$ cat config.mk
export PLATFORM = sky130hd
export DESIGN_NAME = enu_cfg
export DESIGN_NICKNAME = d
export VERILOG_FILES = /design/src/rtl/core/enu_pkg.sv /design/src/rtl/core/enu_cfg.sv
export SDC_FILE = /design/constraint.sdc
export NUM_CORES = 1
export LEC_CHECK = 0
export ABC_AREA = 1
export BUFFER_PORTS_ARGS = -buffer_cell sky130_fd_sc_hd__buf_2
export CAP_MARGIN = 20
export CORE_MARGIN = 5
export CORE_UTILIZATION = 37
export DETAILED_ROUTE_END_ITERATION = 12
export GPL_TIMING_DRIVEN = 0
export PLACE_DENSITY_LB_ADDON = 0.12
export RECOVER_POWER = 25
export SYNTH_ARGS = -nofsm -noshare
export SYNTH_HDL_FRONTEND = slang
export SYNTH_SLANG_ARGS = --single-unit
$ cat constraint.sdc
create_clock -name clk -period 0.8 [get_ports clk]
set_input_delay 0.08 -clock clk [delete_from_list [all_inputs] [get_ports clk]]
set_output_delay 0.08 -clock clk [all_outputs]
set_load 0.01 [all_outputs]
$ cat src/rtl/core/enu_pkg.sv
`timescale 1ns / 1ps

package enu_pkg;

    localparam int NODES_DEFAULT      = 1024;
    localparam int MAX_DEGREE_DEFAULT = 32;

    localparam int CFG_ADDR_W = 3;

    localparam logic REG_THRESHOLD  = 1'b0;
    localparam logic REG_NODE_COUNT = 1'b1;

    localparam logic [10:0] NODE_COUNT_RESET = 11'd1024;
    localparam logic [10:0] COUNT_MAX        = 11'd2047;

    localparam logic [2:0] KIND_WR_NEIGHBOR = 3'd0;
    localparam logic [2:0] KIND_SET_DEGREE  = 3'd1;
    localparam logic [2:0] KIND_SET_STATE   = 3'd2;
    localparam logic [2:0] KIND_UPDATE      = 3'd3;
    localparam logic [2:0] KIND_COMMIT      = 3'd4;

    localparam logic [1:0] NODE_REFRACTORY = 2'd0;
    localparam logic [1:0] NODE_READY      = 2'd1;
    localparam logic [1:0] NODE_ACTIVE     = 2'd2;

    typedef struct packed {
        logic [2:0]  kind;
        logic [9:0]  node_index;
        logic [4:0]  slot;
        logic [9:0]  value;
        logic [15:0] random_draw;
    } item_t;

    typedef struct packed {
        logic [1:0]  node_state;
        logic        neighbor_active;
        logic [10:0] active_count;
    } result_t;

    typedef enum logic [2:0] {
        S_CLEAR,
        S_IDLE,
        S_LOOKUP,
        S_APPLY,
        S_SCAN,
        S_FINISH,
        S_SWEEP,
        S_DONE
    } ctl_state_t;

    typedef enum logic [2:0] {
        RES_ZERO,
        RES_CURRENT,
        RES_WRITTEN,
        RES_UPDATE,
        RES_COMMIT
    } res_sel_t;

    typedef struct packed {
        logic     clear;
        logic     accept;
        logic     lookup;
        logic     wr_neighbor;
        logic     wr_degree;
        logic     wr_state;
        logic     scan_start;
        logic     sweep_start;
        logic     upd_write;
        logic     res_load;
        res_sel_t res_sel;
        logic     out_load;
    } ctl_cmd_t;

    typedef struct packed {
        logic [2:0] kind;
        logic       scan_busy;
        logic       sweep_busy;
        logic       clear_last;
    } ctl_status_t;

endpackage

$ cat src/rtl/core/enu_cfg.sv
`timescale 1ns / 1ps

module enu_cfg (
    input  logic                            clk,
    input  logic                            rst_n,
    input  logic                            psel,
    input  logic                            penable,
    input  logic                            pwrite,
    input  logic [enu_pkg::CFG_ADDR_W-1:0]  paddr,
    input  logic [31:0]                     pwdata,
    output logic [31:0]                     prdata,
    output logic                            pready,
    output logic [16:0]                     threshold,
    output logic [10:0]                     node_count
);

    logic [16:0] threshold_reg;
    logic [16:0] threshold_next;
    logic [10:0] node_count_reg;
    logic [10:0] node_count_next;
    logic        wr_en;
    logic        reg_idx;

    assign pready  = 1'b1;
    assign wr_en   = psel && penable && pwrite;
    assign reg_idx = paddr[2];

    always_comb
    begin
        threshold_next  = threshold_reg;
        node_count_next = node_count_reg;
        if (wr_en)
        begin
            case (reg_idx)
                enu_pkg::REG_THRESHOLD:  threshold_next  = pwdata[16:0];
                enu_pkg::REG_NODE_COUNT: node_count_next = pwdata[10:0];
                default:                 threshold_next  = threshold_reg;
            endcase
        end
    end

    always_ff @(posedge clk or negedge rst_n)
    begin
        if (!rst_n)
        begin
            threshold_reg  <= '0;
            node_count_reg <= enu_pkg::NODE_COUNT_RESET;
        end
        else
        begin
            threshold_reg  <= threshold_next;
            node_count_reg <= node_count_next;
        end
    end

    always_comb
    begin
        case (reg_idx)
            enu_pkg::REG_THRESHOLD:  prdata = {15'd0, threshold_reg};
            enu_pkg::REG_NODE_COUNT: prdata = {21'd0, node_count_reg};
            default:                 prdata = '0;
        endcase
    end

    assign threshold  = threshold_reg;
    assign node_count = node_count_reg;

endmodule

==> flow_summary.toml, run 1 <==
[timing]
period_share = 1.41
min_period_ns = 1.13
max_slew_margin = 0.517
skew_ns = 0
max_freq_mhz = 885
drv_slew = 0
setup_viol = 48
tns_ns = -6.88
tightest_slew_ns = 0.724
final_hold_viol_count = 27
fin_ws_ns = -0.330
hold_slack_ns = -0.158
rsz0062_at_grt = "true"

[worst_setup_path]
startpoint_type = "register"
worst_path_max_delay_cell = "dfstp_2"
critical-path-max-stage-delay_ns = 0.55
cp.required_ns = 0.72
cp_num_buf_inv = 1
rrSetupSlack_ns = -0.05
crit_path_max_fanout = 2
cpMostUsedCell = "nand2_1"
path_delay_family = "flip-flops"
worstSetupPathType = "reg2out"
endpoint_kind = "primary output"
path_cells = "nand2_1 -> nand2_1 -> buf_6"
arrival_ns = 1.05

[status]
status = "complete, but fails checks"
violations = "negative hold slack, negative setup slack"

[clocking]
clock_latency_ns = 0.27
cts_tree = "built"
root_buffer = "clkbuf_8"
clk_path_buf_depth = 2
clock-sinks = 28
clk_pin_slew_ns = 0.10
cts_max_level = 1
cts_made_buffers = 3

[grt]
grt_util_met1 = 0.205
grtUsageMet3 = 0.0262
grt_max_degree = 29
antenna_found_initial = 0
grtUsageTotal = 0.152
grtUsageMet2 = 0.248
overflow = 0
grt_pass1_vias = 1327
busiest_layer = "met2"
grt_pass1_wl_um = 6310

[synthesis]
synth_top_area_share = 0.457
ys_ff_latch = 28
yosys-top-cells-count = "89 x nand2_1, 28 x nand3_1, 27 x dfrtp_1"
synthMostInstantiatedCell = "nand2_1"
synth_area_leaders = "dfrtp_1 46%, nand2_1 23%, nand3_1 9.5%"
synth_top_cell_by_area = "dfrtp_1"
synth_area_um2 = 1480
yosys_warnings = 0
synth_edf_count = 0
ys.flop_type = "dfrtp_1"
syn_inst = 191
ys_types = 16
synth_seq_area_share = 0.475
synthArstFlopShare = 1.00
syn_area_per_cell_um2 = 7.74

[cells_and_area]
drive_gt1_frac = 0.401
regArea_um2 = 702
num-fill-cells = 427
antennaDiodeCount = 0
largest_reg_flops = 17
multi_input_area_um2 = 593
layout.cells.non_filler = 342
syn_to_final_growth_pct = 45.3
layout.nets = 333

[die]
start_util = 0.375
die_h_um = 73.2
pin_count = 101
rows = 23
core_um2 = 3940
die_w_um = 73.2
dieArea_um2 = 5360

[drt]
wl_per_cell_um = 12.1
wl_um = 4130
dr.pass1.iters = 4
vias = 1486
drt_iter0_markers = 80
drtAntennaViolNets = 0
drc = 0
routed_via_density = 4.35

[placement]
dpl.hpwl_um = 2970
placed_cells = 322
io_buffers = 67
place.gp.congestion = 0.702

[job]
drv_cap = 0

[power]
leakage_nw = 1.33
finalPower_mw = 4.36
cellPowerDensity_nw_per_um2 = 2030
max-vdd-ir-drop_mv = 0.845

[worst_hold_path]
hold_path.class = "in2async"
placed cells by master, fill, tap and decap left out:
| cell type | count |
|---|---|
| buf_2 | 62 |
| buf_4 | 32 |
| buf_6 | 13 |
| clkbuf_1 | 1 |
| clkbuf_2 | 1 |
| clkbuf_8 | 4 |
| conb_1 | 16 |
| dfrtp_1 | 27 |
| dfstp_2 | 1 |
| inv_1 | 7 |
| inv_2 | 1 |
| nand2_1 | 89 |
| nand2_2 | 1 |
| nand3_1 | 28 |
| nand4_1 | 1 |
| nand4_2 | 1 |
| nor2_1 | 6 |
| nor2_4 | 1 |
logic make-up (layout without fill, tap and decap cells):
group                  Yosys count  after routing  share of synthesized area
buffers and inverters           34            121                      0.160
DFF                             28             28                      0.475
other                            2             16                    0.00508
and+or+nand+nor                127            127                      0.360
final cells by class:
cell class / count / share of cell area
Buffer: 26 / 0.0984
Timing Repair Buffer: 83 / 0.230
Sequential cell: 28 / 0.327
Tap cell: 50 / 0.0291
Clock buffer: 4 / 0.0256
Multi-Input combinational cell: 143 / 0.276
Inverter: 8 / 0.0140
worst paths after layout:
check	start	end	depth (start not counted)
hold reg to reg	threshold[15]$_DFFE_PN0P_	threshold[15]$_DFFE_PN0P_	2
min in group clk	pwdata[10]	node_count[10]$_DFFE_PN1P_	3
hold / removal	rst_n	node_count[1]$_DFFE_PN0P_	1
max in group asynchronous	rst_n	threshold[13]$_DFFE_PN0P_	1
setup / recovery	node_count[10]$_DFFE_PN1P_	prdata[10]	3
setup reg to reg	threshold[6]$_DFFE_PN0P_	threshold[6]$_DFFE_PN0P_	4
through the flow:
| stage | util | setup WS, ns | cell area [um^2] |
|---|---|---|---|
| floorplan | - | 0.0231 | 1530 |
| global placement | 0.489 | -0.250 | 1930 |
| detailed placement | 0.489 | -0.269 | 1930 |
| CTS | 0.521 | -0.342 | 2050 |
| global route | 0.545 | -0.385 | 2150 |
| finish | 0.545 | -0.330 | 2150 |
metal layers:
layer  wire length [um]  vias up  share of wire
li1                   -      761              -
met4                 76        0          0.018
met1               1780      660           0.43
met5                  0        -              0
met3                338        7          0.082
met2               1930       58           0.47
repair_timing:
item,4_1_cts,5_1_grt
buffers inserted,8,8
pin swaps,19,8
endpoints found under the setup margin,45,52
gates resized for setup,2,8
hold endpoints to repair,27,27
gates cloned,0,0
report_power, final:
group / internal [mW] / leakage (nW) / switching (mW) / total [mW]
logic: 0.793 / 0.954 / 0.795 / 1.59
clock network: 0.441 / 0.0288 / 0.444 / 0.884
registers: 1.69 / 0.350 / 0.202 / 1.89
No activity file was read; power rests on OpenSTA's default activity.
==> run 2, diff against run 1 <==
--- a/config.mk
+++ b/config.mk
@@ -11,7 +11,6 @@
 export CORE_MARGIN = 5
 export CORE_UTILIZATION = 37
 export DETAILED_ROUTE_END_ITERATION = 12
-export GPL_TIMING_DRIVEN = 0
 export PLACE_DENSITY_LB_ADDON = 0.12
 export RECOVER_POWER = 25
 export SYNTH_ARGS = -nofsm -noshare
==> flow_summary.toml, run 2 (same netlist as run 1, synthesis figures left out) <==
[clocking]
cts_made_buffers = 3
clock-sinks = 28
cts_tree = "built"
clock_latency_ns = 0.27
clk_pin_slew_ns = 0.10
cts_max_level = 1
clk_path_buf_depth = 2
root_buffer = "clkbuf_8"

[grt]
grt_util_met1 = 0.214
grtUsageTotal = 0.151
grtUsageMet2 = 0.239
busiest_layer = "met2"
grtUsageMet3 = 0.0289
grt_max_degree = 21
overflow = 0
grt_pass1_wl_um = 6400
grt_pass1_vias = 1357
antenna_found_initial = 0

[timing]
max_freq_mhz = 889
setup_viol = 49
skew_ns = 0
drv_slew = 0
period_share = 1.41
min_period_ns = 1.12
rsz0062_at_grt = "true"
final_hold_viol_count = 0
fin_ws_ns = -0.325

[placement]
dpl.hpwl_um = 2830
io_buffers = 67
place.gp.congestion = 0.731
pre_cts_slack_ns = -0.0711

[worst_hold_path]
hold_path.class = "in2reg"

[die]
core_um2 = 3940
die_w_um = 73.2
rows = 23
die_h_um = 73.2
start_util = 0.375
dieArea_um2 = 5360
pin_count = 101

[worst_setup_path]
startpoint_type = "register"
path_delay_family = "flip-flops"
arrival_ns = 1.04
worstSetupPathType = "reg2out"
cp_num_buf_inv = 1
cp.required_ns = 0.72
cpMostUsedCell = "nand2_1"
critical-path-max-stage-delay_ns = 0.54
path_cells = "nand2_1 -> nand2_1 -> buf_2"
crit_path_max_fanout = 2
endpoint_kind = "primary output"
worst_path_max_delay_cell = "dfstp_2"

[power]
cellPowerDensity_nw_per_um2 = 2190
finalPower_mw = 4.57
leakage_nw = 1.29
max-vdd-ir-drop_mv = 0.964

[drt]
drc = 0
routed_via_density = 4.41
vias = 1460
drt_iter0_markers = 88
dr.pass1.iters = 4
drtAntennaViolNets = 0
wl_um = 3950
wl_per_cell_um = 11.9

[cells_and_area]
antennaDiodeCount = 0
num-fill-cells = 416
multi_input_area_um2 = 596
mostFrequentLayoutCell = "nand2_1"
regArea_um2 = 702
syn_to_final_growth_pct = 41.3
largest_reg_flops = 17
layout.nets = 322
drive_gt1_frac = 0.381
layout_common_cells = "88 x nand2_1, 64 x buf_2, 28 x nand3_1"

[job]
drv_cap = 0

[status]
status = "complete, but fails checks"
violations = "negative setup slack"
## run 2: area by class of cell
cell class,count,area share
clock inverters,1,0.0144
repair buffers,98,0.301
clock buffers,3,0.0198
multi-input cells,143,0.285
flip-flops and latches,28,0.336
inverters,8,0.0144
well taps,50,0.0299
## run 2: timing repair
action                                  4_1_cts  5_1_grt
endpoints found under the hold margin        28        0
pin swaps                                    16        5
setup buffers                                 9       10
hold buffers                                  1        0
resized for setup                             1        4
endpoints found under the setup margin       46       47
## run 2: final timing paths
path / from / to / slack [ns] / cells past startpoint
worst max register to register: node_count[5]$_DFFE_PN0P_ / node_count[5]$_DFFE_PN0P_ / -0.05 / 4
max in group asynchronous: rst_n / node_count[0]$_DFFE_PN0P_ / 0.09 / 3
worst min register to register: threshold[11]$_DFFE_PN0P_ / threshold[11]$_DFFE_PN0P_ / 0.50 / 2
worst max-delay path: node_count[10]$_DFFE_PN1P_ / prdata[10] / -0.32 / 3
worst min-delay path: pwdata[15] / threshold[15]$_DFFE_PN0P_ / 0.03 / 3
min in group asynchronous: rst_n / threshold[9]$_DFFE_PN0P_ / 0.21 / 2
## run 2: worst reg2reg max path, delay by kind of cell, from the launching register on
family,cells,cell delay [ns]
flops,1,0.41
buf+inv,2,0.26
simple gates,2,0.09
## run 2: metrics by stage
stage | cells | hold WS [ns] | TNS, ns | util | cell area [um^2]
finish | 331 | 0.0278 | -6.94 | 0.530 | 2090
global route | 331 | 0.0369 | -9.26 | 0.530 | 2090
CTS | 321 | 0.0279 | -6.98 | 0.510 | 2010
detailed placement | 307 | -0.0144 | -1.49 | 0.471 | 1860
global placement | 307 | -0.0184 | -1.53 | 0.471 | 1860
floorplan | 205 | -0.216 | 0 | - | 1530
## run 2: layer usage
layer | up-vias | wire (um)
met5 | - | 0
met4 | 0 | 16
met3 | 2 | 290
met2 | 45 | 1870
met1 | 677 | 1780
li1 | 736 | -
## run 2: where the power goes
| part | internal [mW] | total, mW | switching, mW |
|---|---|---|---|
| sequential | 1.69 | 1.89 | 0.205 |
| combinational | 0.769 | 1.55 | 0.781 |
| clock | 0.670 | 1.12 | 0.453 |
| total | 3.13 | 4.57 | 1.44 |
==> run 3, diff against run 2 <==
--- a/config.mk
+++ b/config.mk
@@ -7,9 +7,10 @@
 export LEC_CHECK = 0
 export ABC_AREA = 1
 export BUFFER_PORTS_ARGS = -buffer_cell sky130_fd_sc_hd__buf_2
-export CAP_MARGIN = 20
+export CELL_PAD_IN_SITES_DETAIL_PLACEMENT = 1
+export CELL_PAD_IN_SITES_GLOBAL_PLACEMENT = 2
 export CORE_MARGIN = 5
-export CORE_UTILIZATION = 37
+export CORE_UTILIZATION = 18
 export DETAILED_ROUTE_END_ITERATION = 12
 export PLACE_DENSITY_LB_ADDON = 0.12
 export RECOVER_POWER = 25
==> flow_summary.toml, run 3 (same netlist as run 1, synthesis figures left out) <==
[drt]
drtAntennaViolNets = 0
wl_um = 4910
wl_per_cell_um = 12.7
drc = 0
dr.pass1.iters = 2
drt_iter0_markers = 30
routed_via_density = 3.80
vias = 1470

[clocking]
cts_max_level = 1
clock-sinks = 28
clk_path_buf_depth = 2
cts_tree = "built"
root_buffer = "clkbuf_8"
clk_pin_slew_ns = 0.09
clock_latency_ns = 0.27
cts_made_buffers = 3

[placement]
dpl.hpwl_um = 3430
io_buffers = 67
place.gp.congestion = 0.643

[worst_setup_path]
crit_path_max_fanout = 2
startpoint_type = "register"
rrSetupSlack_ns = -0.05
cp.required_ns = 0.72
arrival_ns = 1.03
worstSetupPathType = "reg2out"
endpoint_kind = "primary output"
cpMostUsedCell = "nand2_2"
path_cells = "nand2_2 -> nand2_2 -> buf_6"
r2r-end = "node_count[3]$_DFFE_PN0P_"
critical-path-max-stage-delay_ns = 0.55
reg2reg_depth = 4
worst_path_max_delay_cell = "dfstp_2"
reg2reg_from = "node_count[3]$_DFFE_PN0P_"
cp_num_buf_inv = 1
path_delay_family = "flip-flops"

[cells_and_area]
drive_gt1_frac = 0.394
antennaDiodeCount = 0
layout.nets = 323
mostFrequentLayoutCell = "nand2_1"
largest_reg_flops = 17
num-fill-cells = 1022
syn_to_final_growth_pct = 48.0
final_util = 0.270
layout_common_cells = "85 x nand2_1, 64 x buf_2, 28 x nand3_1"

[timing]
drv_slew = 0
max_freq_mhz = 899
period_share = 1.39
fin_ws_ns = -0.312
final_hold_viol_count = 0
skew_ns = 0
rsz0062_at_grt = "true"
setup_viol = 47
hold_slack_ns = 0.0351
min_period_ns = 1.11

[worst_hold_path]
hold_path.class = "in2reg"
min_to = "node_count[10]$_DFFE_PN1P_"
min_from = "pwdata[10]"
whs_path_depth = 3

[grt]
grt_max_degree = 29
overflow = 0
antenna_found_initial = 0
grt_pass1_wl_um = 7810
grtUsageTotal = 0.0973
grt_pass1_vias = 1549

[die]
dieArea_um2 = 10100
rows = 33
start_util = 0.183
pin_count = 101
core_um2 = 8090
die_w_um = 101
die_h_um = 101

[power]
leakage_nw = 1.29
cellPowerDensity_nw_per_um2 = 2010
max-vdd-ir-drop_mv = 0.638

[status]
violations = "negative setup slack"
status = "complete, but fails checks"

[job]
drv_cap = 0
run 3: cell count changes in the layout (fill, tap and decap cells not counted), sizes merged:
cell    delta
clkbuf     +1
bufinv     -1
buf        +1
run 3: through the flow:
stage / worst slack, ns / instances / power, mW / instance area, um^2 / setup TNS [ns]
final: -0.312 / 387 / 4.40 / 2190 / -6.76
after global routing: -0.366 / 387 / 4.77 / 2190 / -9.72
after CTS: -0.364 / 377 / 4.34 / 2100 / -7.58
after detailed placement: -0.113 / 362 / 3.26 / 1950 / -2.91
after global placement: -0.0975 / 362 / 3.24 / 1950 / -2.51
after floorplan: 0.0231 / 205 / 2.61 / 1530 / 0
run 3: per-layer routing:
metal | track usage | part of all wire | vias up
met5 | 0 | 0 | -
met1 | 0.131 | 0.46 | 690
met2 | 0.158 | 0.48 | 41
met4 | 0.0373 | 0.011 | 0
met3 | 0.0131 | 0.051 | 2
li1 | - | - | 737
run 3: final cells by class:
class | instances | area, um^2 | area share
Multi-Input combinational cell | 143 | 603 | 0.276
Clock buffer | 4 | 55.1 | 0.0252
Tap cell | 105 | 131 | 0.0600
Timing Repair Buffer | 99 | 667 | 0.305
Inverter | 8 | 30.0 | 0.0137
Sequential cell | 28 | 702 | 0.321
run 3: how the worst max path moves through the flow:
stage	start	end	slack, ns	cells after the start
after global placement	paddr[2]	prdata[10]	-0.1	6
after detailed placement	paddr[2]	threshold[1]$_DFFE_PN0P_	-0.11	6
after global routing	node_count[10]$_DFFE_PN1P_	prdata[10]	-0.37	3
final	node_count[10]$_DFFE_PN1P_	prdata[10]	-0.31	3
after CTS	node_count[10]$_DFFE_PN1P_	prdata[10]	-0.36	3
after floorplan	node_count[10]$_DFFE_PN1P_	prdata[10]	0.02	2
run 3: report_power, final:
group          internal [mW]  total [mW]  switching, mW  leakage [nW]
clock network          0.440       0.882          0.442        0.0288
registers               1.69        1.90          0.212         0.350
logic                  0.805        1.62          0.812         0.916
run 3: worst reg2reg max path, stage by stage (launching register included):
cell,delay [ns]
dfrtp_1,0.41
buf_4,0.14
buf_4,0.12
nand2_1,0.05
nand2_1,0.04
run 3: repair_timing:
action | CTS | global route
gates resized for setup | 3 | 7
setup endpoints to repair | 45 | 48
pin swaps | 18 | 6
cloned | 0 | 0
setup buffers | 10 | 10
hold endpoints to repair | 28 | 0
hold buffers | 1 | 0
