**src/rtl/core/enu_pkg.sv**
```systemverilog
`timescale 1ns / 1ps

package enu_pkg;

    localparam int NODES_DEFAULT      = 1024;
    localparam int MAX_DEGREE_DEFAULT = 32;

    localparam int CFG_ADDR_W = 3;

    localparam logic REG_THRESHOLD  = 1'b0;
    localparam logic REG_NODE_COUNT = 1'b1;

    localparam logic [10:0] NODE_COUNT_RESET = 11'd1024;
    localparam logic [10:0] COUNT_MAX        = 11'd2047;

    localparam logic [2:0] KIND_WR_NEIGHBOR = 3'd0;
    localparam logic [2:0] KIND_SET_DEGREE  = 3'd1;
    localparam logic [2:0] KIND_SET_STATE   = 3'd2;
    localparam logic [2:0] KIND_UPDATE      = 3'd3;
    localparam logic [2:0] KIND_COMMIT      = 3'd4;

    localparam logic [1:0] NODE_REFRACTORY = 2'd0;
    localparam logic [1:0] NODE_READY      = 2'd1;
    localparam logic [1:0] NODE_ACTIVE     = 2'd2;

    typedef struct packed {
        logic [2:0]  kind;
        logic [9:0]  node_index;
        logic [4:0]  slot;
        logic [9:0]  value;
        logic [15:0] random_draw;
    } item_t;

    typedef struct packed {
        logic [1:0]  node_state;
        logic        neighbor_active;
        logic [10:0] active_count;
    } result_t;

    typedef enum logic [2:0] {
        S_CLEAR,
        S_IDLE,
        S_LOOKUP,
        S_APPLY,
        S_SCAN,
        S_FINISH,
        S_SWEEP,
        S_DONE
    } ctl_state_t;

    typedef enum logic [2:0] {
        RES_ZERO,
        RES_CURRENT,
        RES_WRITTEN,
        RES_UPDATE,
        RES_COMMIT
    } res_sel_t;

    typedef struct packed {
        logic     clear;
        logic     accept;
        logic     lookup;
        logic     wr_neighbor;
        logic     wr_degree;
        logic     wr_state;
        logic     scan_start;
        logic     sweep_start;
        logic     upd_write;
        logic     res_load;
        res_sel_t res_sel;
        logic     out_load;
    } ctl_cmd_t;

    typedef struct packed {
        logic [2:0] kind;
        logic       scan_busy;
        logic       sweep_busy;
        logic       clear_last;
    } ctl_status_t;

endpackage

```
**src/rtl/core/enu_ctrl.sv**
```systemverilog
`timescale 1ns / 1ps

module enu_ctrl (
    input  logic                 clk,
    input  logic                 rst_n,
    input  logic                 item_valid,
    output logic                 item_stall,
    output logic                 result_valid,
    input  logic                 result_stall,
    input  enu_pkg::ctl_status_t status,
    output enu_pkg::ctl_cmd_t    cmd
);

    enu_pkg::ctl_state_t state_reg;
    enu_pkg::ctl_state_t state_next;
    logic                out_valid_reg;
    logic                out_valid_next;
    logic                out_free;

    assign out_free = !out_valid_reg || !result_stall;

    always_comb
    begin
        state_next = state_reg;
        case (state_reg)
            enu_pkg::S_CLEAR:
            begin
                if (status.clear_last)
                begin
                    state_next = enu_pkg::S_IDLE;
                end
            end
            enu_pkg::S_IDLE:
            begin
                if (item_valid)
                begin
                    state_next = enu_pkg::S_LOOKUP;
                end
            end
            enu_pkg::S_LOOKUP:
            begin
                state_next = enu_pkg::S_APPLY;
            end
            enu_pkg::S_APPLY:
            begin
                case (status.kind)
                    enu_pkg::KIND_UPDATE: state_next = enu_pkg::S_SCAN;
                    enu_pkg::KIND_COMMIT: state_next = enu_pkg::S_SWEEP;
                    default:              state_next = enu_pkg::S_DONE;
                endcase
            end
            enu_pkg::S_SCAN:
            begin
                if (!status.scan_busy)
                begin
                    state_next = enu_pkg::S_FINISH;
                end
            end
            enu_pkg::S_FINISH:
            begin
                state_next = enu_pkg::S_DONE;
            end
            enu_pkg::S_SWEEP:
            begin
                if (!status.sweep_busy)
                begin
                    state_next = enu_pkg::S_DONE;
                end
            end
            enu_pkg::S_DONE:
            begin
                if (out_free)
                begin
                    state_next = enu_pkg::S_IDLE;
                end
            end
            default:
            begin
                state_next = enu_pkg::S_IDLE;
            end
        endcase
    end

    always_comb
    begin
        cmd        = '0;
        item_stall = 1'b1;
        case (state_reg)
            enu_pkg::S_CLEAR:
            begin
                cmd.clear = 1'b1;
            end
            enu_pkg::S_IDLE:
            begin
                item_stall = 1'b0;
                cmd.accept = item_valid;
            end
            enu_pkg::S_LOOKUP:
            begin
                cmd.lookup = 1'b1;
            end
            enu_pkg::S_APPLY:
            begin
                case (status.kind)
                    enu_pkg::KIND_WR_NEIGHBOR:
                    begin
                        cmd.wr_neighbor = 1'b1;
                        cmd.res_load    = 1'b1;
                        cmd.res_sel     = enu_pkg::RES_CURRENT;
                    end
                    enu_pkg::KIND_SET_DEGREE:
                    begin
                        cmd.wr_degree = 1'b1;
                        cmd.res_load  = 1'b1;
                        cmd.res_sel   = enu_pkg::RES_CURRENT;
                    end
                    enu_pkg::KIND_SET_STATE:
                    begin
                        cmd.wr_state = 1'b1;
                        cmd.res_load = 1'b1;
                        cmd.res_sel  = enu_pkg::RES_WRITTEN;
                    end
                    enu_pkg::KIND_UPDATE:
                    begin
                        cmd.scan_start = 1'b1;
                    end
                    enu_pkg::KIND_COMMIT:
                    begin
                        cmd.sweep_start = 1'b1;
                    end
                    default:
                    begin
                        cmd.res_load = 1'b1;
                        cmd.res_sel  = enu_pkg::RES_ZERO;
                    end
                endcase
            end
            enu_pkg::S_FINISH:
            begin
                cmd.upd_write = 1'b1;
                cmd.res_load  = 1'b1;
                cmd.res_sel   = enu_pkg::RES_UPDATE;
            end
            enu_pkg::S_SWEEP:
            begin
                cmd.res_load = !status.sweep_busy;
                cmd.res_sel  = enu_pkg::RES_COMMIT;
            end
            enu_pkg::S_DONE:
            begin
                cmd.out_load = out_free;
            end
            default:
            begin
                item_stall = 1'b1;
            end
        endcase
    end

    always_comb
    begin
        out_valid_next = out_valid_reg;
        if (cmd.out_load)
        begin
            out_valid_next = 1'b1;
        end
        else if (out_valid_reg && !result_stall)
        begin
            out_valid_next = 1'b0;
        end
    end

    always_ff @(posedge clk or negedge rst_n)
    begin
        if (!rst_n)
        begin
            state_reg     <= enu_pkg::S_CLEAR;
            out_valid_reg <= 1'b0;
        end
        else
        begin
            state_reg     <= state_next;
            out_valid_reg <= out_valid_next;
        end
    end

    assign result_valid = out_valid_reg;

endmodule

```
**config.mk**
```make
export PLATFORM = sky130hd
export DESIGN_NAME = enu_ctrl
export DESIGN_NICKNAME = d
export VERILOG_FILES = /design/src/rtl/core/enu_pkg.sv /design/src/rtl/core/enu_ctrl.sv
export SDC_FILE = /design/constraint.sdc
export NUM_CORES = 1
export LEC_CHECK = 0
export ABC_CLOCK_PERIOD_IN_PS = 1000
export BUFFER_PORTS_ARGS = -buffer_cell sky130_fd_sc_hd__buf_4
export CAP_MARGIN = 30
export CELL_PAD_IN_SITES_DETAIL_PLACEMENT = 2
export CELL_PAD_IN_SITES_GLOBAL_PLACEMENT = 2
export CORE_ASPECT_RATIO = 1.75
export CORE_MARGIN = 2
export CORE_UTILIZATION = 17
export CTS_CLUSTER_SIZE = 25
export DETAILED_ROUTE_END_ITERATION = 10
export HOLD_SLACK_MARGIN = 0.02
export PLACE_DENSITY = 0.69
export RECOVER_POWER = 50
export SYNTH_ARGS = -nofsm -noshare
export SYNTH_HDL_FRONTEND = slang
export SYNTH_SLANG_ARGS = --single-unit
```
**constraint.sdc**
```tcl
create_clock -name clk -period 1 [get_ports clk]
set_input_delay 0.2 -clock clk [delete_from_list [all_inputs] [get_ports clk]]
set_output_delay 0.2 -clock clk [all_outputs]
set_load 0.03 [all_outputs]
```
==> impl_metrics.csv, run 1 <==
group,metric,value,unit
synthesis,synthCells,51,
timing,drv_slew,0,
grt,antenna_found_initial,0,
timing,fin_skew,0.000130,ns
synthesis,synth-edff-count,0,
synthesis,netlist_area,394,sq um
setup_path,cp_cell_sequence,"buf_12 > nor2_4 > nand2_4 > nor3b_4 > buf_6",
worst_hold_path,hold_path.startpoint,"result_stall",
grt,busiest_layer,"met2",
final_layout,post-route-cell-area,0.00106,sq mm
floorplan,die_x,40.4,um
job,maxCapViolations,0,
cts,cts_buffers,3,
synthesis,ys_seq_elements,4,
detailed_routing,drtPass1Iterations,2,
setup_path,r2r-start,"state_reg[2]",
timing,min_period,1.55,ns
synthesis,synth_area_leaders,"dfrtp_1, nand2_1, nor3_1",
final_layout,final_cells,127,
detailed_routing,vias,595,
cts,clkTransAtPathRegs,0.03,ns
final_layout,final_cell_mix,"buf_4, buf_6, nand2_1",
placement,port_buffers,25,
synthesis,avgSynthCellArea,7.73,sq um
floorplan,die_area,0.00273,sq mm
detailed_routing,wire_per_inst,15.5,um
setup_path,crit_path_max_fanout,5,
detailed_routing,viasPerCell,4.69,
synthesis,ys_seq_area_frac,0.254,
detailed_routing,post-route-drc-count,0,
final_layout,fin_util,0.472,
final_layout,antenna_cells,0,
placement,placed_area,865,sq um
cts,cts_tree,"built",
timing,rsz0062_at_grt,"yes",
final_layout,nFillCells,243,
final_layout,final_common_cell,"buf_4",
setup_path,critical_path_arrival,1.35,ns
grt,grt_pass1_wl,3050,um
grt,grt_use_met2,0.329,
worst_hold_path,holdCritPathClass,"in2reg",
synthesis,ys.flop_type,"dfrtp_1",
final_layout,syn_to_final_growth,169,%
placement,gp_congestion,0.673,
timing,slew_headroom,0.814,
setup_path,worst-path-buf-inv,2,
floorplan,design.core.area,0.00224,sq mm
setup_path,critPathLaunchType,"register",
cts,cts_sinks,4,
setup_path,critPathRequiredTime,0.80,ns
run_status,violations,"setup timing",
timing,hold_viol_final,0,
grt,grt_pass1_vias,655,
final_layout,nNetsFinal,114,
power_and_ir_drop,power.total,3.45,mW
synthesis,synthesis.nets,61,
setup_path,critical_path.top_delay_family,"simple AND/OR/NAND/NOR gates",
timing,setup_viol,19,
final_layout,final_layout_size_suffix_gt1_frac,0.784,
timing,tightest_slew,0.279,ns
grt,grtUsageTotal,0.167,
timing,setup_slack,-0.549,ns
detailed_routing,ant_nets,0,
cts,clk_path_buf_depth,2,
synthesis,synthDistinctLibCells,28,
cts,cts_root_buf,"clkbuf_8",
detailed_routing,drt-initial-drc-count,18,
grt,grt_use_met3,0.0296,
grt,grt_overflow,0,
cts,clk_latency,0.22,ns
floorplan,start_util,0.176,
placement,dpl.cell_count,118,
synthesis,synth_top_area_share,0.254,
setup_path,cp-startpoint,"state_reg[2]",
final_layout,largest_reg_flops,3,
power_and_ir_drop,p_leak,0.501,nW
placement,dp_hpwl,1530,um
floorplan,rows,23,
timing,fmax,645,MHz
cts,cts_max_level,1,
grt,grt_use_met1,0.151,
timing,hold_ws,0.260,ns
run_status,status,"complete, but fails checks",
setup_path,slowest_delay,0.41,ns
setup_path,cpMaxStageDelayCell,"dfrtp_2",
grt,grt_max_degree,9,
power_and_ir_drop,p_per_area,3260,mW/mm^2
setup_path,path_class,"reg2out",
power_and_ir_drop,ir_drop,1.34,mV
synthesis,postSynth.asyncResetShare,1.00,
floorplan,fp.dieH,67.7,um
timing,fin_crit_sh,1.55,
floorplan,io_pins,26,
detailed_routing,wirelength,1960,um
setup_path,critPathCaptureType,"output pin",
synthesis,yosysWarnings,0,
synthesis,yosysTopAreaCell,"dfrtp_1",
power breakdown:
| group | internal (mW) | switching [mW] |
|---|---|---|
| clock network | 0.256 | 0.0796 |
| registers | 0.252 | 0.0913 |
| logic | 1.38 | 1.39 |
| total | 1.89 | 1.56 |
cell type report:
| type | instances | area, sq um | share of cell area |
|---|---|---|---|
| multi-input cells | 40 | 403 | 0.380 |
| clock buffers | 3 | 41.3 | 0.0390 |
| flip-flops and latches | 4 | 103 | 0.0968 |
| well taps | 25 | 31.3 | 0.0295 |
| inverters | 3 | 16.3 | 0.0153 |
| repair buffers | 52 | 465 | 0.439 |
repair_timing:
| action | in CTS | in global routing |
|---|---|---|
| hold buffers | 1 | 0 |
| endpoints found under the setup margin | 19 | 20 |
| hold endpoints to repair | 4 | 0 |
| gates resized for setup | 20 | 8 |
| pin swaps | 4 | 5 |
| setup buffers | 4 | 1 |
worst reg2reg max path: cells and delay by family, from the launching register on:
family,cells,cell delay (ns)
buf+inv,4,0.44
simple gates,1,0.11
flops,1,0.41
compound gates,2,0.32
kinds of logic after synthesis:
group,after synthesis,share of synthesized area
flip-flops,4,0.254
multiplexers,1,0.0254
AO/OA/AOI/OAI,11,0.241
buffers and inverters,7,0.108
AND/OR/NAND/NOR,28,0.371
metrics by stage:
stage	worst slack (ns)	TNS, ns
2_1_floorplan	-0.258	-2.67
3_3_place_gp	-0.381	-5.38
3_5_place_dp	-0.416	-5.99
4_1_cts	-0.538	-8.24
5_1_grt	-0.611	-9.16
6_report	-0.549	-8.25
final timing paths:
check | endpoint | slack [ns] | cells after the start
worst min register to register | result_valid | 0.60 | 2
min in group asynchronous | result_valid | 0.35 | 2
max in group asynchronous | state_reg[2] | 0.45 | 2
worst max-delay path | cmd[9] | -0.55 | 5
worst max register to register | state_reg[1] | -0.39 | 7
worst min-delay path | result_valid | 0.26 | 3
routing by layer:
layer	wire [um]	part of all wire	vias to the layer above
met5	0	0	-
met4	23	0.012	0
met3	34	0.017	3
met2	1250	0.64	15
met1	652	0.33	294
li1	-	-	283
cell usage after synthesis (2+ instances only):
master,instances
nor2_1,4
nand2_1,7
dfrtp_1,4
inv_1,3
nand3_1,2
a21oi_1,2
nor3_1,4
buf_4,2
nor3b_1,2
nor2b_1,3
(Power assumes the default switching activity.)
==> run 2, diff against run 1 <==
==> constraint.sdc (replaced) <==
create_clock -name clk -period 1 [get_ports clk]
set_input_delay 0.05 -clock clk [delete_from_list [all_inputs] [get_ports clk]]
set_output_delay 0.05 -clock clk [all_outputs]
set_load 0.03 [all_outputs]
==> run 2 against run 1 <==
  * The flow still finishes with violations (setup timing)
  * Worst setup slack gained 0.15 ns
  * Count of clock-buffer cells in the layout unchanged
  * Critical path depth unchanged
  * Critical endpoint is now cmd[12]
  * Highest routed layer unchanged
==> impl_metrics.csv, run 2 (synthesis gave the netlist of run 1 again) <==
group,metric,value,unit
timing,fin_skew,0.00162,ns
worst_hold_path,min_path_cells,3,
cts,clk_latency,0.21,ns
floorplan,io_pins,26,
final_layout,syn_to_final_growth,176,%
cts,cts_sinks,4,
power_and_ir_drop,ir_drop,1.18,mV
setup_path,r2r-start,"state_reg[2]",
timing,setup_viol,19,
timing,setup_slack,-0.400,ns
worst_hold_path,hold_end,"result_valid",
floorplan,start_util,0.176,
setup_path,cp_cell_sequence,"buf_6 > buf_6 > nor2_4 > and3_4 > buf_6",
grt,grtUsageTotal,0.152,
power_and_ir_drop,power.total,3.58,mW
setup_path,critical_path.top_delay_family,"flip-flops",
timing,hold_ws,0.134,ns
timing,fmax,714,MHz
grt,grt_pass1_vias,653,
grt,grt_max_degree,9,
placement,gp_congestion,0.739,
power_and_ir_drop,p_per_area,3300,mW/mm^2
setup_path,critPathLaunchType,"register",
final_layout,nFillCells,235,
detailed_routing,wire_per_inst,16.7,um
setup_path,slowest_delay,0.47,ns
timing,drv_slew,0,
final_layout,nNetsFinal,112,
cts,cts_buffers,3,
timing,slew_headroom,0.794,
cts,clkTransAtPathRegs,0.03,ns
final_layout,fin_util,0.484,
detailed_routing,ant_nets,0,
setup_path,critical_path_arrival,1.35,ns
worst_hold_path,holdCritPathClass,"in2reg",
detailed_routing,vias,577,
power_and_ir_drop,pwr-share-clk,0.091,
detailed_routing,wirelength,2090,um
floorplan,fp.dieH,67.7,um
timing,hold_viol_final,0,
detailed_routing,post-route-drc-count,0,
setup_path,critPathCaptureType,"output pin",
grt,antenna_found_initial,0,
cts,cts_root_buf,"clkbuf_8",
setup_path,rr_endpoint,"state_reg[0]",
final_layout,multi_input_area,429,sq um
setup_path,worst-path-buf-inv,3,
floorplan,design.core.area,0.00224,sq mm
power_and_ir_drop,netSwitchingFraction,0.459,
setup_path,crit_top_cell,"buf_6",
grt,grt_pass1_wl,2760,um
grt,grt_overflow,0,
cts,cts_max_level,1,
detailed_routing,viasPerCell,4.62,
worst_hold_path,hold_path.startpoint,"result_stall",
setup_path,r2r_cells,4,
final_layout,antenna_cells,0,
final_layout,final_layout_size_suffix_gt1_frac,0.790,
setup_path,critPathRequiredTime,0.95,ns
setup_path,crit_path_max_fanout,7,
detailed_routing,drtPass1Iterations,2,
floorplan,die_x,40.4,um
setup_path,rrSetupSlack,-0.29,ns
timing,fin_crit_sh,1.40,
placement,dp_hpwl,1380,um
final_layout,final_cell_mix,"buf_6, buf_4, nor2_4",
run_status,violations,"setup timing",
floorplan,rows,23,
power_and_ir_drop,p_leak,0.501,nW
final_layout,area.sequential,103,sq um
job,maxCapViolations,0,
floorplan,die_area,0.00273,sq mm
cts,cts_tree,"built",
power_and_ir_drop,p_sw,1.64,mW
run_status,status,"complete, but fails checks",
timing,tightest_slew,0.309,ns
placement,port_buffers,25,
timing,min_period,1.40,ns
setup_path,path_class,"reg2out",
final_layout,final_common_cell,"buf_6",
placement,placed_area,817,sq um
final_layout,largest_reg_flops,3,
cts,clk_path_buf_depth,2,
timing,rsz0062_at_grt,"yes",
final_layout,post-route-cell-area,0.00109,sq mm
power_and_ir_drop,internal_power,1.94,mW
power_and_ir_drop,combPwrFrac,0.801,
detailed_routing,drt-initial-drc-count,2,
setup_path,cpMaxStageDelayCell,"dfrtp_2",
power_and_ir_drop,pwr-share-seq,0.108,
run 2: how the worst max path moves through the flow:
stage	start	to	cells past startpoint
floorplan	state_reg[2]	cmd[9]	3
global placement	state_reg[2]	cmd[4]	4
detailed placement	state_reg[2]	state_reg[0]	3
CTS	state_reg[0]	cmd[4]	4
global route	state_reg[2]	cmd[12]	5
finish	state_reg[2]	cmd[12]	5
run 2: metrics by stage:
stage	setup slack, ns	cells	TNS [ns]
floorplan	-0.109	51	-0.570
global placement	-0.224	114	-2.58
detailed placement	-0.255	114	-3.04
CTS	-0.374	124	-5.19
global route	-0.447	125	-6.33
finish	-0.400	125	-5.38
run 2: area by class of cell:
type                       instances  area share
multi-input combinational         40       0.395
tap                               25      0.0288
sequential                         4      0.0945
inverter                           3      0.0127
clock buffer                       3      0.0380
timing repair buffer              50       0.431
run 2: worst register-to-register path, stage by stage, from the launching register on:
cell,delay [ns]
dfrtp_2,0.47
buf_6,0.17
nor2b_1,0.13
o31a_1,0.26
a2bb2oi_2,0.13
run 2: power by group through the flow:
stage | Sequential, mW | Clock [mW] | Combinational (mW)
after floorplan | 0.365 | 0 | 1.34
after global placement | 0.359 | 0 | 2.03
after detailed placement | 0.364 | 0 | 2.07
after CTS | 0.362 | 0.335 | 2.47
after global routing | 0.400 | 0.353 | 3.06
final | 0.385 | 0.326 | 2.87
run 2: timing repair:
item                       4_1_cts  5_1_grt
gates cloned                     0        0
setup buffers                    6        4
hold buffers                     1        0
setup endpoints to repair       19       19
gates resized for setup         24       21
pin swaps                        7        6
hold endpoints to repair         4        0
run 2: metal layers:
layer,up-vias,GRT usage,share of wire
li1,277,-,-
met1,283,0.135,0.35
met2,15,0.304,0.62
met3,2,0.0197,0.026
met4,0,0.0625,0.0091
met5,-,0,0
==> run 3, diff against run 2 <==
--- a/config.mk
+++ b/config.mk
@@ -10,7 +10,6 @@
 export CAP_MARGIN = 30
 export CELL_PAD_IN_SITES_DETAIL_PLACEMENT = 2
 export CELL_PAD_IN_SITES_GLOBAL_PLACEMENT = 2
-export CORE_ASPECT_RATIO = 1.75
 export CORE_MARGIN = 2
 export CORE_UTILIZATION = 17
 export CTS_CLUSTER_SIZE = 25
==> run 3 against run 2 <==
  * The flow still finishes with violations (setup timing)
  * Via count is 3.6% lower
  * Hold slack worse by 0.043 ns
  * Flip-flop and latch count stayed put
  * Final cell count is 0.80% higher
  * Register-to-register slack is essentially flat
  * Clock power decreased by 38%
  * Total power is 7.7% lower
  * Maximum frequency shrank 1.4%
  * Non-clock buffer count down 2
  * Count of clock-buffer cells in the layout did not move
  * Largest power group unchanged
  * Highest routed layer is now met3
==> impl_metrics.csv, run 3 (synthesis gave the netlist of run 1 again) <==
group,metric,value,unit
setup_path,critPathRequiredTime,0.95,ns
cts,cts_tree,"built",
grt,grtUsageTotal,0.137,
setup_path,critPathLaunchType,"register",
power_and_ir_drop,p_per_area,3160,mW/mm^2
detailed_routing,wirelength,1710,um
placement,placed_area,811,sq um
power_and_ir_drop,ir_drop,1.85,mV
cts,cts_sinks,4,
setup_path,worstSetupPathDepth,4,
timing,rsz0062_at_grt,"yes",
setup_path,path_class,"reg2out",
grt,grt_pass1_vias,580,
setup_path,rr_endpoint,"state_reg[0]",
detailed_routing,drt-initial-drc-count,4,
final_layout,syn_to_final_growth,166,%
final_layout,final_common_cell,"buf_4",
timing,setup_slack,-0.419,ns
detailed_routing,viasPerCell,4.41,
placement,port_buffers,25,
timing,drv_slew,0,
setup_path,worst-path-buf-inv,2,
floorplan,fp.dieH,52.2,um
worst_hold_path,hold_path.startpoint,"result_stall",
power_and_ir_drop,power.total,3.30,mW
grt,grt_max_degree,8,
floorplan,start_util,0.178,
timing,setup_viol,19,
detailed_routing,wire_per_inst,13.5,um
final_layout,final_cell_mix,"buf_4, buf_6, nor2_4, nor3_4",
setup_path,slowest_delay,0.42,ns
placement,pre_cts_ws,-0.250,ns
power_and_ir_drop,p_leak,0.485,nW
cts,clk_path_buf_depth,2,
worst_hold_path,hold_end,"result_valid",
placement,dpl.cell_count,114,
setup_path,cp-startpoint,"state_reg[0]",
cts,clkTransAtPathRegs,0.04,ns
detailed_routing,drtPass1Iterations,4,
placement,gp_congestion,0.729,
placement,dp_hpwl,1230,um
timing,fmax,704,MHz
worst_hold_path,min_path_cells,3,
final_layout,final_cells,126,
floorplan,die_area,0.00272,sq mm
final_layout,final_layout_size_suffix_gt1_frac,0.776,
setup_path,crit_path_max_fanout,7,
final_layout,largest_reg_flops,3,
floorplan,io_pins,26,
setup_path,r2r-start,"state_reg[2]",
cts,cts_root_buf,"clkbuf_4",
setup_path,critPathCaptureType,"output pin",
job,maxCapViolations,0,
worst_hold_path,holdCritPathClass,"in2reg",
run_status,violations,"setup timing",
grt,grt_overflow,0,
final_layout,post-route-cell-area,0.00105,sq mm
cts,clk_latency,0.24,ns
timing,slew_headroom,0.793,
timing,tightest_slew,0.310,ns
floorplan,design.core.area,0.00221,sq mm
grt,grt_pass1_wl,2740,um
floorplan,rows,17,
final_layout,nFillCells,229,
detailed_routing,post-route-drc-count,0,
cts,cts_max_level,1,
grt,antenna_found_initial,0,
setup_path,cp_cell_sequence,"buf_12 > nand3b_1 > o211ai_4 > buf_6",
setup_path,r2r_cells,4,
floorplan,die_x,52.2,um
final_layout,nNetsFinal,110,
setup_path,critical_path_arrival,1.37,ns
run_status,status,"complete, but fails checks",
timing,fin_crit_sh,1.42,
setup_path,critical_path.top_delay_family,"flip-flops",
detailed_routing,ant_nets,0,
detailed_routing,vias,556,
cts,cts_buffers,3,
final_layout,antenna_cells,0,
timing,min_period,1.42,ns
timing,hold_viol_final,0,
timing,fin_skew,0.00673,ns
setup_path,cpMaxStageDelayCell,"dfrtp_1",
setup_path,rrSetupSlack,-0.28,ns
-- run 3: cell types whose count changed in the layout (fill, tap and decap cells not counted), sizes merged --
cell | before | now
buf | 48 | 46
-- run 3: metal layers --
layer  track usage  wire, um  up-vias
met5             0         0        -
met4        0.0385         0        0
met3        0.0287        43        0
met2         0.232       906       12
met1         0.176       757      269
li1              -         -      275
-- run 3: cell type report --
class                           instances  area [sq um]  share of cell area
Clock buffer                            3          22.5              0.0215
Multi-Input combinational cell         40           420               0.401
Sequential cell                         4           101              0.0968
Inverter                                3          13.8              0.0131
Timing Repair Buffer                   48           454               0.434
Tap cell                               28          35.0              0.0335
-- run 3: what timing repair did --
| action | CTS | global route |
|---|---|---|
| resized for setup | 27 | 15 |
| endpoints found under the setup margin | 19 | 19 |
| pin swaps | 3 | 6 |
| gates cloned | 0 | 0 |
| endpoints found under the hold margin | 4 | 0 |
| buffers inserted | 7 | 2 |
| hold buffers | 1 | 0 |
-- run 3: report_power, final --
| part | total, mW | leakage [nW] | internal, mW | switching [mW] |
|---|---|---|---|---|
| Clock | 0.202 | 0.0138 | 0.134 | 0.0680 |
| Sequential | 0.360 | 0.0435 | 0.248 | 0.112 |
| Combinational | 2.74 | 0.428 | 1.37 | 1.37 |
-- run 3: tightest hold or removal path, stage by stage --
cell and delay (ns):
buf_4 0.09, nand2_1 0.08, nand2_1 0.07
-- run 3: worst max path at each step --
stage | endpoint | slack (ns)
floorplan | cmd[9] | -0.11
global placement | cmd[4] | -0.21
detailed placement | cmd[9] | -0.25
CTS | cmd[4] | -0.43
global route | cmd[4] | -0.46
finish | cmd[4] | -0.42
-- run 3: per-stage QoR --
stage,hold WS [ns],utilization,setup TNS (ns)
2_1_floorplan,-0.246,-,-0.570
3_3_place_gp,-0.152,0.367,-2.42
3_5_place_dp,-0.152,0.367,-2.97
4_1_cts,0.0768,0.446,-5.83
5_1_grt,0.102,0.473,-6.47
6_report,0.0910,0.473,-5.41
